File: src/rtl/iqmaf_div.sv
// divider by a constant: one registered multiply by a scaled reciprocal
`default_nettype none
module iqmaf_div #(
	parameter int DVD_W   = 27,
	parameter int DIVISOR = 8
) (
	input  wire logic             clk,
	input  wire logic             arst_n,
	input  wire logic             start,
	input  wire logic [DVD_W-1:0] dividend,
	output logic                  done,
	output logic [DVD_W-1:0]      quotient
);
	// reciprocal rounded up, scaled by 2^(DVD_W + ceil(log2(DIVISOR)))
	localparam int L_W   = $clog2(DIVISOR);
	localparam int SHIFT = DVD_W + L_W;
	localparam int M_W   = DVD_W + 1;
	localparam int P_W   = DVD_W + M_W;
	localparam logic [M_W-1:0] RECIP =
		M_W'(((64'd1 << SHIFT) + 64'(DIVISOR) - 64'd1) / 64'(DIVISOR));

	logic [P_W-1:0] prod_q;
	logic           busy_q;

	// product with the reciprocal
	always_ff @(posedge clk) begin
		if (start && !busy_q) begin
			prod_q <= P_W'(dividend) * P_W'(RECIP);
		end
	end

	// result ready in the cycle after start
	always_ff @(posedge clk or negedge arst_n) begin
		if (!arst_n) begin
			busy_q <= 1'b0;
		end else begin
			busy_q <= start && !busy_q;
		end
	end

	assign done     = busy_q;
	assign quotient = DVD_W'(prod_q >> SHIFT);

endmodule
`default_nettype wire

File: config.mk
export PLATFORM = sky130hd
export DESIGN_NAME = iqmaf_div
export DESIGN_NICKNAME = d
export VERILOG_FILES = /design/src/rtl/iqmaf_div.sv
export SDC_FILE = /design/constraint.sdc
export NUM_CORES = 1
export LEC_CHECK = 0
export ABC_AREA = 1
export ABC_CLOCK_PERIOD_IN_PS = 2130
export BUFFER_PORTS_ARGS = -buffer_cell sky130_fd_sc_hd__buf_2
export CAP_MARGIN = 30
export CORE_ASPECT_RATIO = 0.7
export CORE_MARGIN = 2
export CORE_UTILIZATION = 38
export CTS_CLUSTER_SIZE = 24
export DETAILED_ROUTE_END_ITERATION = 10
export GPL_ROUTABILITY_DRIVEN = 0
export HOLD_SLACK_MARGIN = 0.02
export PLACE_DENSITY = 0.78
export RECOVER_POWER = 100
export SLEW_MARGIN = 40
export SYNTH_ARGS = -nofsm -noshare
export SYNTH_HDL_FRONTEND = slang
export SYNTH_SLANG_ARGS = --single-unit
File: constraint.sdc
create_clock -name clk -period 2.13 [get_ports clk]
set_clock_uncertainty 0.2 [all_clocks]
set_input_delay 0.213 -clock clk [delete_from_list [all_inputs] [get_ports clk]]
set_output_delay 0.213 -clock clk [all_outputs]
set_load 0.02 [all_outputs]
# After elaboration in Yosys (flattened, before gate mapping)
# Index checks and enable logic that the tools add are counted.
# W data, S select, Z words.
[classes]
reduce_logical = 2
[op_table]
columns = ["operator", "count"]
rows = [
  ["$logic_and A1 B1 Y1", 1],
  ["$logic_not A1 Y1", 1],
]
[totals]
ff_bits = 28
inputBits = 30
out_inout_bits = 28
wordCells = 4

# Longest topological paths before layout
[depth]
depth_word = 2
mapped_depth = 2
mapped_depth_nobuf = 2

# Least setup slack after synthesis
# OpenSTA, ideal clock, no wires.
[synth_path]
path_type = "register -> register"
from = "register busy_q (netlist: done)"
to = "register prod_q[30], enable pin"
setup_ps = 386
arrival_time_ps = 1158
required_ps = 1544
setup_slack_ps = 386
path_stages_with_launch = 2
path_buffers = 0
synth_period_minus_slack_ps = 1744
path_cell_list = "dfrtp_1 nor2_2"
[synth_between]
elab_chain_len = 2
[synth_rtl]
columns = ["element", "line_no", "rtl"]
rows = [
  ["start, declared", "23", "logic busy_q;"],
  ["start signal, assigned", "37", "busy_q <= start && !busy_q;"],
  ["$logic_not A1 Y1", "27", "if (start && !busy_q) begin"],
  ["$logic_and A1 B1 Y1", "27", ""],
  ["end signal, assigned", "28", "prod_q <= P_W'(dividend) * P_W'(RECIP);"],
  ["end, declared", "22", "logic [P_W-1:0] prod_q;"],
]
# No other way between the ends.
# A chain may end at the register's enable or synchronous reset.

# Final worst setup path
[layout_path]
from = "register busy_q (netlist: done)"
to = "register prod_q[49], enable pin"
# Same word-level chain as after synthesis.

==> run metrics <==
total CTS buffers=3; vias in the first global route=577; CP max stage delay=0.49 ns; Crit Path Category=reg2reg; Setup violations, final=0; first-pass GRT wire length=2640 um; top cell type's share of synthesized area=0.922; Yosys Warn Count=0; final core occ=0.690; gr ovfl total=0; Sum Neg Setup Slack=0 ns; Synth cell types=6; mean area per synthesized cell=25.2 um^2; Max clock buf depth=2; depth of the CTS H-tree=1; post-synth top area cell=edfxtp_1; Tot GR Track Use=0.156; diode count=0; CORE AREA=1900 um^2; Pins Over Slew Limit=0; Worst setup SP type=register; First-pass DRT Iterations=4; slew margin rel.=0.603; Tcrit/Tclk final=0.746; max cap viols=0; Post-DP HPWL=921 um; Pleak=0.000517 uW; CP delay by family, top=buffers and inverters; Seq/Total Area, Yosys=0.954; CP max FO=25; Synth-to-Final Area Change=68.0%; Worst-path clk slew=0.13 ns; Fin. Hold Viols=0; CP Capture Type=register; P per Cell Area=695 nW/um^2; # port buffers=51; DR WL/cell=13.2 um; num rows=13; register bit count reported by yosys=25; ratio of cells with drive above 1 in the final layout=0.286; CTS tree=built; antenna-violating nets left=0; area of the mapped netlist=782 um^2; via count=562; worst hold path type=in2reg; WP buf/inv=1; Root Buffer=clkbuf_4; Synth area leaders=edfxtp_1 (92%), dfrtp_1 (3.2%), buf_4 (2.9%); RSZ-0062 raised after global routing=false; TritonCTS Sinks=25; Tmin final=1.59 ns; Power Total=912 uW; CTS-repair resized insts=0; I/O Pins=58; slowest cell on the critical path=clkbuf_2; Worst EP required=1.89 ns; Least-Margin Pin Slew=0.596 ns; # DRC=0; outcome=finished, final reports clean; DIE AREA=2440 um^2; Max Freq=629 MHz; VDD IR max=0.487 mV; DIE WIDTH=58.2 um; clk_lat worst skew=0.31 ns; Syn Inst Count=31; largest net degree at the start of global routing=26; initial drt markers=4; Nets=143; Starting Density=0.411; post-CTS setup buffers=0; cells along the critical path=nor2_2 > clkbuf_2; Total Routed Length=1770 um; # hold bufs at CTS=26; Die Ht=42.0 um; Vias/cell=4.19; Worst Path Arrival=1.35 ns; initial antenna violation count=0
==> layout by cell type, fill, tap and decap left out <==
| cell type | count |
|---|---|
| inv_1 | 1 |
| edfxtp_1 | 24 |
| clkbuf_1 | 25 |
| conb_1 | 3 |
| buf_2 | 26 |
| dfrtp_1 | 1 |
| dlygate4sd3_1 | 26 |
| clkinvlp_4 | 1 |
| clkbuf_4 | 3 |
| nor2_2 | 1 |
| clkbuf_2 | 1 |
==> state kept, by name (all words and copies together) (netlist names) <==
name	flops
done	1
prod_q	24
==> cells by family after synthesis <==
logic type | after synthesis | synth area share
flip-flops | 25 | 0.954
buffers and inverters | 4 | 0.0336
other | 1 | 0.00480
AND/OR/NAND/NOR | 1 | 0.00801
==> where the power goes <==
| group | total, uW | leakage, uW | internal (uW) | switching (uW) |
|---|---|---|---|---|
| Clock | 203 | 0.0000139 | 71.5 | 132 |
| Combinational | 131 | 0.000262 | 58.4 | 72.5 |
| Sequential | 578 | 0.000241 | 571 | 7.23 |
| Total | 912 | 0.000517 | 701 | 212 |
==> worst paths after layout <==
kind	from	endpoint	slack [ns]	cells past startpoint
max	done$_DFF_PN0_	prod_q[49]$_DFFE_PP_	0.54	2
min	dividend[15]	prod_q[42]$_DFFE_PP_	0.39	2
max reg2reg	done$_DFF_PN0_	prod_q[49]$_DFFE_PP_	0.54	2
min reg2reg	done$_DFF_PN0_	done$_DFF_PN0_	0.77	2
max in group asynchronous	arst_n	done$_DFF_PN0_	1.11	3
min in group asynchronous	arst_n	done$_DFF_PN0_	0.52	3
==> synthesized netlist by cell type <==
master    count
edfxtp_1     24
buf_4         3
inv_1         1
conb_1        1
nor2_2        1
dfrtp_1       1
==> through the flow <==
stage	setup slack, ns	cell area (um^2)	hold WS (ns)	std cells
after global routing	0.490	1310	0.386	134
after global placement	0.841	1060	-0.211	104
after detailed placement	0.827	1060	-0.211	104
after floorplan	0.386	790	-0.283	33
final	0.540	1310	0.393	134
after CTS	0.795	1350	0.172	134
==> layout make-up <==
cell class | count | area, um^2
sequential | 25 | 746
fill | 142 | 589
timing repair buffer | 78 | 489
tap | 22 | 27.5
clock buffer | 3 | 22.5
multi-input combinational | 4 | 17.5
clock inverter | 1 | 7.51
inverter | 1 | 3.75
==> routing by layer <==
layer,track usage,wire length (um),part of all wire
met1,0.165,661,0.37
met2,0.250,830,0.47
met3,0.112,261,0.15
met4,0.0419,14,0.0079
met5,0,0,0
(Power assumes the default switching activity.)
