$ cat src/rtl/iqmaf_pkg.sv
// shared types and constants of the i/q outlier, median and average filter
`default_nettype none
package iqmaf_pkg;

	localparam int SAMPLE_W  = 15;
	localparam int IN_W      = 16;
	localparam int TIME_W    = 32;
	localparam int CFG_W     = 8;
	localparam int CFG_IDX_W = 8;
	localparam int AVG_W     = 23;
	localparam int MAG_W     = 24;
	localparam int FRAC_W    = 8;
	localparam int FENCE_W   = 25;
	localparam int SQR_W     = 46;
	localparam int SQ_W      = 48;
	localparam int ROOT_W    = 24;

	localparam logic [SAMPLE_W-1:0] SAMPLE_MAX = 15'h7FFF;
	localparam logic [IN_W-1:0]     IN_MOST_NEG = 16'h8000;
	localparam logic [CFG_W-1:0]    SINCE_MAX = 8'hFF;

	// configuration register indexes and reset values
	localparam logic [CFG_IDX_W-1:0] REG_IQR_MULT = 8'd0;
	localparam logic [CFG_IDX_W-1:0] REG_PERIOD   = 8'd1;
	localparam logic [CFG_W-1:0]     IQR_MULT_RST = 8'd24;
	localparam logic [CFG_W-1:0]     PERIOD_RST   = 8'd10;

	// control handed to a ranking chain
	typedef struct packed {
		logic push;
		logic start;
	} rank_ctl_t;

	typedef enum logic [3:0] {
		S_IDLE,
		S_QSTART,
		S_QWAIT,
		S_FMUL,
		S_FCMP,
		S_MSTART,
		S_MWAIT,
		S_AVG,
		S_DSTART,
		S_DWAIT,
		S_SQI,
		S_SQQ,
		S_RSTART,
		S_RWAIT,
		S_EMIT
	} state_t;

endpackage
`default_nettype wire

$ cat src/rtl/iqmaf_isqrt.sv
// digit-by-digit integer square root, one root bit per cycle
`default_nettype none
module iqmaf_isqrt (
	input  wire logic                            clk,
	input  wire logic                            arst_n,
	input  wire logic                            start,
	input  wire logic [iqmaf_pkg::SQ_W-1:0]      din,
	output logic                                 done,
	output logic [iqmaf_pkg::ROOT_W-1:0]         root
);
	localparam int SQ_W  = iqmaf_pkg::SQ_W;
	localparam int RT_W  = iqmaf_pkg::ROOT_W;
	localparam int REM_W = RT_W + 2;
	localparam int C_W   = $clog2(RT_W + 1);
	localparam logic [C_W-1:0] LAST = C_W'(RT_W - 1);

	logic [SQ_W-1:0]  x_q;
	logic [REM_W-1:0] rem_q;
	logic [REM_W-1:0] rem_sh;
	logic [REM_W-1:0] trial;
	logic [RT_W-1:0]  root_q;
	logic [C_W-1:0]   cnt_q;
	logic             busy_q;

	assign rem_sh = {rem_q[REM_W-3:0], x_q[SQ_W-1:SQ_W-2]};
	assign trial  = {root_q, 2'b01};

	// datapath
	always_ff @(posedge clk) begin
		if (!busy_q && start) begin
			x_q    <= din;
			rem_q  <= '0;
			root_q <= '0;
		end else if (busy_q) begin
			x_q <= x_q << 2;
			if (rem_sh >= trial) begin
				rem_q  <= rem_sh - trial;
				root_q <= {root_q[RT_W-2:0], 1'b1};
			end else begin
				rem_q  <= rem_sh;
				root_q <= {root_q[RT_W-2:0], 1'b0};
			end
		end
	end

	// step counter
	always_ff @(posedge clk or negedge arst_n) begin
		if (!arst_n) begin
			busy_q <= 1'b0;
			cnt_q  <= '0;
		end else if (!busy_q) begin
			if (start) begin
				busy_q <= 1'b1;
				cnt_q  <= '0;
			end
		end else if (cnt_q == LAST) begin
			busy_q <= 1'b0;
		end else begin
			cnt_q <= cnt_q + 1'b1;
		end
	end

	assign done = busy_q && (cnt_q == LAST);
	assign root = root_q;

endmodule
`default_nettype wire

$ cat config.mk
export PLATFORM = sky130hd
export DESIGN_NAME = iqmaf_isqrt
export DESIGN_NICKNAME = d
export VERILOG_FILES = /design/src/rtl/iqmaf_pkg.sv /design/src/rtl/iqmaf_isqrt.sv
export SDC_FILE = /design/constraint.sdc
export NUM_CORES = 1
export LEC_CHECK = 0
export BUFFER_PORTS_ARGS = -buffer_cell sky130_fd_sc_hd__buf_2
export CAP_MARGIN = 20
export CORE_MARGIN = 2
export CORE_UTILIZATION = 47
export DETAILED_ROUTE_END_ITERATION = 8
export HOLD_SLACK_MARGIN = 0.03
export PLACE_DENSITY_LB_ADDON = 0.05
export SYNTH_ARGS = -nofsm -noshare
export SYNTH_HDL_FRONTEND = slang
export SYNTH_SLANG_ARGS = --single-unit
$ cat constraint.sdc
create_clock -name clk -period 6.6 [get_ports clk]
set_input_delay 0.66 -clock clk [delete_from_list [all_inputs] [get_ports clk]]
set_output_delay 0.66 -clock clk [all_outputs]
set_load 0.005 [all_outputs]
# --- Word level (Yosys, flattened, before mapping) ---
# Index checks and enable logic that the tools add are counted.
op_classes:
  n_mux: 10
  addsub: 2
  eq_ne: 2
  order_cmp: 1
  reduce_logical: 6
ops:
  columns: ["op", "n"]
  rows:
  - ["$mux 48", 2]
  - ["$ge 26x26->1", 1]
  - ["$mux 24", 1]
  - ["$sub 24x24->24", 1]
  - ["$mux 5", 3]
  - ["$add 5x1->5 const B", 1]
  - ["$eq 5x5->1 const B", 1]
  - ["$mux 1", 4]
  - ["$reduce_bool 2->1", 2]
  - ["$logic_and 1x1->1", 2]
  - ["$ne 2x2->1 const B", 1]
  - ["$reduce_and 2->1", 1]
  - ["$logic_not 1->1", 1]
totals:
  ff_bits: 102
  output_inout_bits: 25
  in_bits: 51

# --- Longest topological paths before layout ---
depth:
  word_depth: 3
  mapped_depth: 11
  ltp_nobuf: 9

# --- Least setup slack after synthesis ---
# No wires, ideal clock.
synth_timing:
  path_kind: "input to register"
  start: "in start"
  end: "reg x_q[0], enable pin"
  cell_stages: 3
  slack_ns: 4.145
  arrival_ns: 2.052
  n_path_buf: 1
  cell_sequence: "clkbuf_1 -> nor2_1 -> inv_1"
synth_between:
  elab_chain_cells: 2
synth_rtl:
  columns: ["item", "line", "rtl"]
  rows:
  - ["start, declared", "iqmaf_isqrt.sv:6", "input wire logic start,"]
  - ["$logic_and 1x1->1", "iqmaf_isqrt.sv:30", "if (!busy_q && start) begin"]
  - ["$reduce_bool 2->1 (no line)", null, null]
  - ["end signal, assigned", "iqmaf_isqrt.sv:31", "x_q <= din;"]
  - ["end signal, assigned", "iqmaf_isqrt.sv:35", "x_q <= x_q << 2;"]
  - ["end, declared", "iqmaf_isqrt.sv:17", "logic [SQ_W-1:0] x_q;"]
# Every way passes these cells.
# A chain may end at the register's enable or synchronous reset.

# --- Final worst setup path ---
layout_timing:
  start: "reg root_q[17] (netlist: root[17])"
  end: "reg rem_q[10]"
layout_between:
  elab_chain_cells: 2
layout_rtl:
  columns: ["item", "line", "rtl"]
  rows:
  - ["start, declared", "iqmaf_isqrt.sv:21", "logic [RT_W-1:0] root_q;"]
  - ["start signal, assigned", "iqmaf_isqrt.sv:38", "root_q <= {root_q[RT_W-2:0], 1'b1};"]
  - ["start signal, assigned", "iqmaf_isqrt.sv:41", "root_q <= {root_q[RT_W-2:0], 1'b0};"]
  - ["$ge 26x26->1", "iqmaf_isqrt.sv:36", "if (rem_sh >= trial) begin"]
  - ["$mux 24", "iqmaf_isqrt.sv:36", null]
  - ["end signal, assigned", "iqmaf_isqrt.sv:37", "rem_q <= rem_sh - trial;"]
  - ["end signal, assigned", "iqmaf_isqrt.sv:40", "rem_q <= rem_sh;"]
  - ["end, declared", "iqmaf_isqrt.sv:18", "logic [REM_W-1:0] rem_q;"]
# Every way passes these cells.

==> impl_metrics.ini <==
[outcome]
status = complete, no violations

[grt]
grt_pass1_wl_mm = 20.0
antenna_found_initial = 0
gr-total-overflow = 0
grt_max_degree = 59
grt_usage_pct = 19.6
grt_pass1_vias = 4178

[clock_tree]
clock_latency_ns = 0.36
cts_tree = built
cts_sinks = 102
post_cts_buffers = 0
h-tree-depth = 3
clk_pin_slew_ns = 0.07
cts_resized = 0
ctsHoldBuffers = 0
clock_path_buffers = 2
cts_root_buffer = clkbuf_16
cts_buffers = 9

[floorplanning]
die_h_um = 113
fp-row-count = 39
io-pin-count = 76
dieArea_um2 = 12700
dieWidth_um = 113
initial_core_util_pct = 48.5
core_area_um2 = 11500

[placement]
dp.cells = 723
dp_hpwl_mm = 8.26
port_buffers = 75
globalplace.congestion = 0.874

[hold_path]
min_path_type = in2async

[worst_setup_path]
timing_worst_setup_path_type = reg2reg
worst_setup_path_start_kind = flop
rr_startpoint = root[17]
cpMaxStageDelayCell = nor2_4
cp-end-kind = flop
cp_data_arrival_time_ns = 3.25
cp_slowest_stage_delay_ns = 0.66
required_ns = 6.85
reg2reg_depth = 9
path_max_fanout = 25
worstPathCellList = inv_1 > ha_1 > a21oi_4 > o21ai_0 > a211oi_1 > o211ai_2 > nor2_4 > mux2_1 > a22o_1
r2r_slack_ns = 3.59
reg2reg_to = rem_q[10]

[power_and_ir_drop]
internal_power_mw = 2.37
powerDensity_nw_per_um2 = 648
pwr-share-seq_pct = 29.8
p_comb_share_pct = 57.9
clock_power_share_pct = 12.3
p_sw_mw = 1.71
leakage_nw = 2.70
sw_frac_of_total_pct = 42.0
peakVddDrop_v = 0.000304

[synthesis]
synthMuxAreaShare_pct = 11.6
synth-xor-area-share_pct = 3.62
ys_seq_area_share_pct = 45.9
synth_top_area_cell = edfxtp_1
ys.warnings.count = 0
yosys-top-cells-count = 51 x nand2_1, 48 x dfxtp_1, 48 x edfxtp_1, 48 x mux2_2, 34 x inv_1
synth_edf_count = 48
synthAdderAreaFrac_pct = 6.08
synth_compound_area_share_pct = 17.8
ys.flop_type = edfxtp_1
syn-cell-area_um2 = 5560
ys_async_sr_fraction_pct = 5.88
synthCells = 532
synth_top_area_share_pct = 25.9
synth_top_family_by_area = compound AO/OA/AOI/OAI gates
synth.most_common_cell = nand2_1
synth.avg_cell_area_um2 = 10.4
ys_ff_latch = 102
synthTopCellsByArea = edfxtp_1 26%, dfxtp_1 17%, mux2_2 9.7%
syn-num-nets = 610
synth.distinct_cells = 61
yosys.area_share.simple_pct = 10.3

[routing]
drc = 0
highest_layer = met4
drtIter0Drc = 248
via_per_inst = 5.58
wl_met3_um = 708
vias = 4127
drt_first_pass_iters = 4
route.met2.wl_mm = 5.71
wl_mm = 11.8
final_antenna_net_count = 0
wl_met1_mm = 5.21
routedWlPerCell_um = 15.9

[timing]
post-route-period-util_pct = 45.6
relSlewSlack_pct = 32.2
fmax_ghz = 0.333
report.final.setup_viol = 0
fin_tns_setup_ns = 0
tightest_slew_ns = 1.02
fin_worst_skew_ns = 0.00508
slew_viol_final = 0
fin_crit_ns = 3.01
rsz0062_at_grt = no
hold_violations = 0

[cells_and_area]
area_growth_pct = 13.1
final_cells = 739
drive_gt1_share_pct = 26.0
nets = 669
antenna_cells = 0

[flow_run]
cap_violations = 0
through the flow:
step / total power [mW] / utilization, % / setup slack, ns / hold WS, ns / area [um2]
final: 4.08 / 54.8 / 3.59 / 0.115 / 6290
after global routing: 4.45 / 54.8 / 3.39 / 0.103 / 6290
after CTS: 4.10 / 54.8 / 3.61 / 0.107 / 6290
after detailed placement: 3.57 / 52.4 / 3.63 / 0.463 / 6010
after global placement: 3.53 / 52.4 / 3.72 / 0.455 / 6010
after floorplan: 3.06 / - / 4.14 / 0.364 / 5560
final cells by class:
type / instances / area [um2]
clock buffers: 9 / 225
clock inverters: 7 / 50.0
repair buffers: 78 / 398
flip-flops and latches: 102 / 2550
multi-input cells: 366 / 2760
fillers: 1083 / 5180
inverters: 34 / 128
well taps: 143 / 179
critical path, delay by kind of cell (launching register included):
| family | cells | cell delay [ns] |
|---|---|---|
| flops | 1 | 0.35 |
| fa+ha+maj | 1 | 0.40 |
| simple gates | 1 | 0.66 |
| compound gates | 5 | 1.02 |
| buf+inv | 1 | 0.07 |
| mux | 1 | 0.39 |
worst max-delay path by stage:
stage                  start        end  cells past startpoint
floorplan              start     x_q[0]                      3
global placement    root[17]  rem_q[21]                      9
detailed placement  root[17]  rem_q[10]                      9
CTS                 root[17]  rem_q[10]                      9
global route         root[0]  rem_q[10]                      9
finish              root[17]  rem_q[10]                      9
layer usage:
layer | GRT usage [%] | vias to the layer above
met5 | 0 | -
met4 | 5.37 | 0
met1 | 24.1 | 1953
met3 | 7.23 | 10
li1 | - | 2080
met2 | 32.8 | 84
power by group through the flow:
stage	logic, mW	registers [mW]	clock network (mW)
6_report	2.36	1.21	0.500
5_1_grt	2.65	1.25	0.537
4_1_cts	2.37	1.22	0.517
3_5_place_dp	2.35	1.23	0
2_1_floorplan	1.89	1.17	0
3_3_place_gp	2.31	1.22	0
logic make-up (layout without fill, tap and decap cells):
family / after synthesis / count (layout)
AO/OA/AOI/OAI: 141 / 141
AND/OR/NAND/NOR: 117 / 117
flip-flops: 102 / 102
buffers and inverters: 64 / 128
multiplexers: 58 / 58
adder cells (fa/ha/maj): 27 / 27
XOR/XNOR: 23 / 23
state kept, by name (all words and copies together) (netlist names):
| name | flops |
|---|---|
| rem_q | 24 |
| cnt_q | 5 |
| root | 24 |
| x_q | 48 |
| busy_q | 1 |
layout by cell type, fill, tap and decap left out, types with 3 or more instances in the layout:
cell type and n:
buf_2 75, nand2_1 51, mux2_2 48, dfxtp_1 48
edfxtp_1 48, inv_1 33, o21ai_0 30, ha_1 27
a21oi_1 24, o31ai_1 23, nor2_1 18, xnor2_1 15
nand4_1 9, clkbuf_16 9, xor2_1 8, a32oi_1 8
a22o_1 7, a211oi_1 6, a21o_1 6, o21ai_1 5
mux2i_1 5, or3_1 5, mux2_1 5, dfrtp_1 5
and2_1 4, nand3_1 4, o21a_1 4, nor3_1 3
o2111ai_1 3, and3_1 3, o211ai_1 3, nor2b_1 3
or2_2 3, a31oi_1 3, clkinv_4 3, buf_4 3
Note: power is estimated with default switching activity, not from simulation.
