`src/rtl/iqmaf_pkg.sv`:
```
// shared types and constants of the i/q outlier, median and average filter
`default_nettype none
package iqmaf_pkg;

	localparam int SAMPLE_W  = 15;
	localparam int IN_W      = 16;
	localparam int TIME_W    = 32;
	localparam int CFG_W     = 8;
	localparam int CFG_IDX_W = 8;
	localparam int AVG_W     = 23;
	localparam int MAG_W     = 24;
	localparam int FRAC_W    = 8;
	localparam int FENCE_W   = 25;
	localparam int SQR_W     = 46;
	localparam int SQ_W      = 48;
	localparam int ROOT_W    = 24;

	localparam logic [SAMPLE_W-1:0] SAMPLE_MAX = 15'h7FFF;
	localparam logic [IN_W-1:0]     IN_MOST_NEG = 16'h8000;
	localparam logic [CFG_W-1:0]    SINCE_MAX = 8'hFF;

	// configuration register indexes and reset values
	localparam logic [CFG_IDX_W-1:0] REG_IQR_MULT = 8'd0;
	localparam logic [CFG_IDX_W-1:0] REG_PERIOD   = 8'd1;
	localparam logic [CFG_W-1:0]     IQR_MULT_RST = 8'd24;
	localparam logic [CFG_W-1:0]     PERIOD_RST   = 8'd10;

	// control handed to a ranking chain
	typedef struct packed {
		logic push;
		logic start;
	} rank_ctl_t;

	typedef enum logic [3:0] {
		S_IDLE,
		S_QSTART,
		S_QWAIT,
		S_FMUL,
		S_FCMP,
		S_MSTART,
		S_MWAIT,
		S_AVG,
		S_DSTART,
		S_DWAIT,
		S_SQI,
		S_SQQ,
		S_RSTART,
		S_RWAIT,
		S_EMIT
	} state_t;

endpackage
`default_nettype wire

```
`src/rtl/iqmaf_rank_chain.sv`:
```
// ring of ranking cells: each cell holds a value and its rank counts
`default_nettype none
module iqmaf_rank_chain #(
	parameter int DEPTH  = 32,
	parameter int LO_POS = 8,
	parameter int HI_POS = 24
) (
	input  wire logic                                clk,
	input  wire logic                                arst_n,
	input  wire iqmaf_pkg::rank_ctl_t                ctl,
	input  wire logic [iqmaf_pkg::SAMPLE_W-1:0]      din,
	output logic                                     done,
	output logic [iqmaf_pkg::SAMPLE_W-1:0]           lo,
	output logic [iqmaf_pkg::SAMPLE_W-1:0]           hi
);
	localparam int SW     = iqmaf_pkg::SAMPLE_W;
	localparam int RANK_W = $clog2(DEPTH + 1);
	localparam logic [RANK_W-1:0] LAST = RANK_W'(DEPTH - 1);
	localparam logic [RANK_W-1:0] LO_R = RANK_W'(LO_POS);
	localparam logic [RANK_W-1:0] HI_R = RANK_W'(HI_POS);

	logic [SW-1:0]     val_q  [DEPTH];
	logic [RANK_W-1:0] lt_q   [DEPTH];
	logic [RANK_W-1:0] le_q   [DEPTH];
	logic [SW-1:0]     vprev  [DEPTH];
	logic [SW-1:0]     vpush  [DEPTH];
	logic [RANK_W-1:0] ltprev [DEPTH];
	logic [RANK_W-1:0] leprev [DEPTH];
	logic [SW-1:0]     head;
	logic              busy_q;
	logic              sel_q;
	logic [RANK_W-1:0] cnt_q;
	logic [SW-1:0]     lo_q;
	logic [SW-1:0]     hi_q;

	assign head = val_q[DEPTH-1];

	// neighbor wiring of the ring
	for (genvar i = 0; i < DEPTH; i++) begin : g_link
		if (i == 0) begin : g_first
			assign vprev[i]  = val_q[DEPTH-1];
			assign ltprev[i] = lt_q[DEPTH-1];
			assign leprev[i] = le_q[DEPTH-1];
			assign vpush[i]  = din;
		end else begin : g_rest
			assign vprev[i]  = val_q[i-1];
			assign ltprev[i] = lt_q[i-1];
			assign leprev[i] = le_q[i-1];
			assign vpush[i]  = val_q[i-1];
		end
	end

	// cells: shift in on push, rotate and count while ranking
	for (genvar i = 0; i < DEPTH; i++) begin : g_cell
		always_ff @(posedge clk) begin
			if (ctl.push && !busy_q) begin
				val_q[i] <= vpush[i];
			end else if (busy_q) begin
				val_q[i] <= vprev[i];
				if (!sel_q) begin
					lt_q[i] <= ltprev[i] + RANK_W'(head < vprev[i]);
					le_q[i] <= leprev[i] + RANK_W'(head <= vprev[i]);
				end else begin
					lt_q[i] <= ltprev[i];
					le_q[i] <= leprev[i];
				end
			end else if (ctl.start) begin
				lt_q[i] <= '0;
				le_q[i] <= '0;
			end
		end
	end

	// pass control: one rank pass, then one select pass
	always_ff @(posedge clk or negedge arst_n) begin
		if (!arst_n) begin
			busy_q <= 1'b0;
			sel_q  <= 1'b0;
			cnt_q  <= '0;
		end else if (!busy_q) begin
			if (ctl.start) begin
				busy_q <= 1'b1;
				sel_q  <= 1'b0;
				cnt_q  <= '0;
			end
		end else if (cnt_q == LAST) begin
			cnt_q <= '0;
			if (sel_q) begin
				busy_q <= 1'b0;
			end
			sel_q <= ~sel_q;
		end else begin
			cnt_q <= cnt_q + 1'b1;
		end
	end

	// pick the head value whose rank span covers a wanted position
	always_ff @(posedge clk) begin
		if (busy_q && sel_q) begin
			if (lt_q[DEPTH-1] <= LO_R && LO_R < le_q[DEPTH-1]) begin
				lo_q <= head;
			end
			if (lt_q[DEPTH-1] <= HI_R && HI_R < le_q[DEPTH-1]) begin
				hi_q <= head;
			end
		end
	end

	assign done = busy_q && sel_q && (cnt_q == LAST);
	assign lo   = lo_q;
	assign hi   = hi_q;

endmodule
`default_nettype wire

```
`config.mk`:
```
export PLATFORM = sky130hd
export DESIGN_NAME = iqmaf_rank_chain
export DESIGN_NICKNAME = d
export VERILOG_FILES = /design/src/rtl/iqmaf_pkg.sv /design/src/rtl/iqmaf_rank_chain.sv
export SDC_FILE = /design/constraint.sdc
export NUM_CORES = 2
export LEC_CHECK = 0
export ABC_CLOCK_PERIOD_IN_PS = 19000
export BUFFER_PORTS_ARGS = -buffer_cell sky130_fd_sc_hd__clkbuf_2
export CAP_MARGIN = 30
export CORE_MARGIN = 2
export CORE_UTILIZATION = 69
export DETAILED_ROUTE_END_ITERATION = 10
export PLACE_DENSITY = 0.95
export SLEW_MARGIN = 5
export SYNTH_ARGS = -nofsm -noshare
export SYNTH_HDL_FRONTEND = slang
export SYNTH_SLANG_ARGS = --single-unit
```
`constraint.sdc`:
```
create_clock -name clk -period 19 [get_ports clk]
set_input_delay 3.8 -clock clk [delete_from_list [all_inputs] [get_ports clk]]
set_output_delay 3.8 -clock clk [all_outputs]
set_load 0.02 [all_outputs]
```
## After elaboration in Yosys (flattened, before gate mapping)

Memory sizes are Yosys's and may differ from the RTL's.
Index checks and enable logic that the tools add are counted.
W data, S select, Z words.

| cells by class | value |
|---|---|
| equality and inequality tests | 2 |
| $lt $le $gt $ge | 68 |
| reduce and logical (&&, ||, !) cells | 10 |
| bitwise gates (word level) | 161 |
| $add $sub $neg | 65 |
| mux-type cells | 185 |

Operators with widths:

| operator | count |
|---|---|
| $mux W6 | 131 |
| $le A15 B15 Y1 | 32 |
| $lt A15 B15 Y1 | 32 |
| $mux W15 | 32 |
| $add A6 B1 Y6 | 64 |
| $or A1 B1 Y1 | 160 |
| $mux W1 | 22 |
| $add A6 B1 Y6 const B | 1 |
| $eq A6 B5 Y1 const B | 1 |
| $le A6 B4 Y1 const B | 1 |
| $le A6 B5 Y1 const B | 1 |
| $lt A4 B6 Y1 const A | 1 |
| $lt A5 B6 Y1 const A | 1 |
| $reduce_and A2 Y1 | 3 |
| $logic_and A1 B1 Y1 | 5 |
| $ne A2 B1 Y1 const B | 1 |
| $reduce_bool A2 Y1 | 1 |
| $logic_not A1 Y1 | 1 |
| $not A1 Y1 | 1 |

| word-level totals | value |
|---|---|
| RAM bits | 864 |
| logic and storage cells | 499 |
| memories kept | 3 |
| input bits | 19 |
| output and inout bits | 31 |
| bits in registers | 38 |

Memories:

| memory | depth | width | rd ports | clocked after Yosys merged registers in | wr ports | line | RTL |
|---|---|---|---|---|---|---|---|
| val_q | 32 | 15 | 32 | 0 | 32 | iqmaf_rank_chain.sv:22 | `logic [SW-1:0] val_q [DEPTH];` |
| le_q | 32 | 6 | 32 | 0 | 32 | iqmaf_rank_chain.sv:24 | `logic [RANK_W-1:0] le_q [DEPTH];` |
| lt_q | 32 | 6 | 32 | 0 | 32 | iqmaf_rank_chain.sv:23 | `logic [RANK_W-1:0] lt_q [DEPTH];` |

## Logic depth before layout (Yosys ltp)

| depth | value |
|---|---|
| depth in word-level cells | 6 |
| mapped depth | 11 |
| depth with buffers taken out | 11 |

## Worst setup path after synthesis

OpenSTA, ideal clock, no wires.

| path | value |
|---|---|
| kind | input to register |
| start | input ctl[1] (netlist bit) |
| end | memory le_q[0][0] (netlist bit), enable pin |
| stages | 4 |
| buffers on the path | 1 |
| path slack | 7.740 ns |
| arrival time | 10.678 ns |
| data required time | 18.418 ns |
| setup time | 0.582 ns |
| cell sequence | or2_4 > nor2_8 > buf_2 > or2_2 |

RTL lines:

| item | line | RTL |
|---|---|---|
| from (decl) | iqmaf_rank_chain.sv:10 | `input wire iqmaf_pkg::rank_ctl_t ctl,` |
| to (decl) | iqmaf_rank_chain.sv:24 |  |

==> results.md <==
- Buffers on Ports: 49
- Postcts setup bufs: 0
- Area growth, synth to finish: 8.72%
- Register bit total from synthesis: 902
- Worst skew pair latency: 0.68 ns
- NumNets Final: 4730
- Synthesized Nets: 4645
- Cell area after synthesis: 0.0477 mm²
- Core Box Area: 0.0686 mm²
- Worst slew margin: 16.0%
- Largest buffer count on any clock path: 3
- Post-DRT Antenna Nets: 0
- Die H: 267 µm
- Hold Crit Class: reg -> reg
- Async set-reset flop share out of synthesis: 0.887%
- Pin count of the biggest net entering global routing: 192
- Cells after Synth: 4034
- DRT iter0 DRCs: 4473
- Post-CTS sizing: 0
- RSZ-0062 raised after global routing: no
- Final hold vios: 0
- Synthesized area per cell: 11.8 µm²
- Row count: 96
- Hold buffers post-CTS: 0
- Failing checks: design-rule violations
- H-tree depth: 3
- Post-layout min period: 7.53 ns
- Seq/Total Area, Yosys: 56.7%
- Crit Path Class: in -> reg
- Crit. End Element: flip-flop
- Total gr overflow: 0
- Status: finished with violations
- Die W: 267 µm
- Filler cells: 3510
- Drt total wl: 119 mm
- CP max FO: 191
- Layout Skew: 0.0399 ns
- Worst Tran Pin Value: 1.25 ns
- Root Buffer: clkbuf_16
- CP peak stage delay: 0.79 ns
- Layout cells sized above 1: 5.94%
- Most common cell after layout, fill and taps aside: edfxtp_1
- CTS clk-pin slew, worst paths: 0.07 ns
- Via/cell ratio: 6.57
- FF+latch area: 0.0270 mm²
- DPL Wire Length: 69.7 mm
- Arr. time, crit path: 7.79 ns
- DRT Pass-1 Iters: 11
- N_diodes: 0
- Yosys warns: 0
- DIE AREA: 0.0713 mm²
- Max cap viols: 0
- Area of the multi-input gates: 0.0185 mm²
- Final Util: 75.7%
- CTS Buf Count: 90
- First-pass GRT wire length: 180 mm
- Fmax: 0.133 GHz
- # IOs: 50
- Setup TNS Final: 0 ns
- Critical-path top delay cell: or2_4
- Clock sink total: 902
- Antenna violations before repair: 1
- Routability Congestion: 0.824
- Final Slew Violations: 0
- Initial Util: 69.6%
- Gr usage total: 32.6%
- Most frequent cells in the layout: edfxtp_1, ha_1, nand2_1
- Vias in the first global route: 34600
- Final setup vio count: 0
- EDFF count, synth: 894
- Post-synth cell types: 48
- Vias: 33700
- Crit path launch type: input port
- CP Data Required Time: 19.26 ns
- Crit-path cells: clkbuf_2, or2_4, nor2_8, buf_4, or2_4, buf_4, buf_12
- Avg WL per Cell: 23.2 µm
- CTS tree: built
- Main synth FF type: edfxtp_1
- Number of remaining DRC errors: 1
- Final period util: 39.6%
-- flip-flops by register name, indices dropped and copies added (netlist names) --
register  count
val_q       480
le_q        192
lt_q        192
hi           15
lo           15
cnt_q         6
busy_q        1
sel_q         1
-- cell families (layout without fill, tap and decap cells) --
family	Yosys count	count (layout)	share of synthesized area [%]
AND/OR/NAND/NOR	1206	1206	11.8
flip-flops	902	902	56.7
adder cells (fa/ha/maj)	592	592	15.5
buffers and inverters	540	698	4.65
AO/OA/AOI/OAI	526	526	6.39
XOR/XNOR	252	252	4.62
multiplexers	16	16	0.375
-- per-stage QoR --
stage	instances	hold slack (ns)	instance area (µm²)	worst slack, ns
global route	5123	0.450	51900	11.28
floorplan	4034	0.426	47700	7.74
finish	5123	0.437	51900	11.47
global placement	4949	0.428	48900	11.02
detailed placement	4952	0.432	49000	10.92
CTS	5117	0.426	51700	11.57
-- final cells by class --
type | instances | area share [%]
Clock inverter | 41 | 0.639
Multi-Input combinational cell | 2592 | 35.7
Inverter | 439 | 3.18
Timing Repair Buffer | 94 | 1.46
Clock buffer | 124 | 4.71
Tap cell | 931 | 2.24
Sequential cell | 902 | 52.1
-- worst max-delay path, delay by kind of cell --
family	cells	cell delay (ns)
buffers and inverters	4	2.18
AND/OR/NAND/NOR	3	1.45
-- layer usage --
layer	routed length [µm]	track usage [%]
met3	10700	6.07
met4	9830	24.3
met1	39000	35.7
met2	59200	56.5
met5	0	0
-- synth_stat cells (2+ instances only) --
master | n | area share [%]
o41ai_1 | 21 | 0.39
or3_1 | 11 | 0.14
a21o_1 | 33 | 0.52
nand4_1 | 208 | 2.7
mux2_2 | 15 | 0.35
o21ai_0 | 46 | 0.48
nor2b_1 | 6 | 0.079
nand2b_1 | 2 | 0.026
clkbuf_1 | 4 | 0.031
edfxtp_1 | 894 | 56
a21boi_0 | 21 | 0.33
nor2_1 | 306 | 2.4
a22o_1 | 5 | 0.092
buf_2 | 67 | 0.70
nor3b_1 | 2 | 0.031
nand3_1 | 81 | 0.85
nand3b_1 | 31 | 0.49
or2_2 | 3 | 0.039
o21ba_2 | 6 | 0.13
nor4_1 | 21 | 0.28
and2_1 | 5 | 0.066
ha_1 | 592 | 16
a31o_2 | 6 | 0.11
a21oi_1 | 341 | 3.6
a221o_1 | 6 | 0.13
o21a_1 | 25 | 0.39
o211a_1 | 4 | 0.084
dfrtp_1 | 8 | 0.42
buf_4 | 29 | 0.46
xor2_1 | 251 | 4.6
and3_1 | 66 | 0.87
and4_1 | 6 | 0.11
o21ai_1 | 6 | 0.063
nor3_1 | 6 | 0.063
nand2_1 | 449 | 3.5
inv_1 | 439 | 3.5
-- final timing paths --
| kind | from | to | slack [ns] | cells after the start |
|---|---|---|---|---|
| worst max-delay path | ctl[1] | lt_q[1][74] | 11.47 | 7 |
| worst min-delay path | val_q[0][118] | val_q[0][133] | 0.44 | 0 |
| worst max register to register | busy_q | lt_q[1][74] | 13.98 | 7 |
| worst min register to register | val_q[0][118] | val_q[0][133] | 0.44 | 0 |
| max in group asynchronous | arst_n | cnt_q[2] | 15.83 | 1 |
| min in group asynchronous | arst_n | cnt_q[1] | 2.98 | 1 |
Power is not shown: default switching activity piles up to over one toggle a cycle in this logic, so the estimate is an artifact.
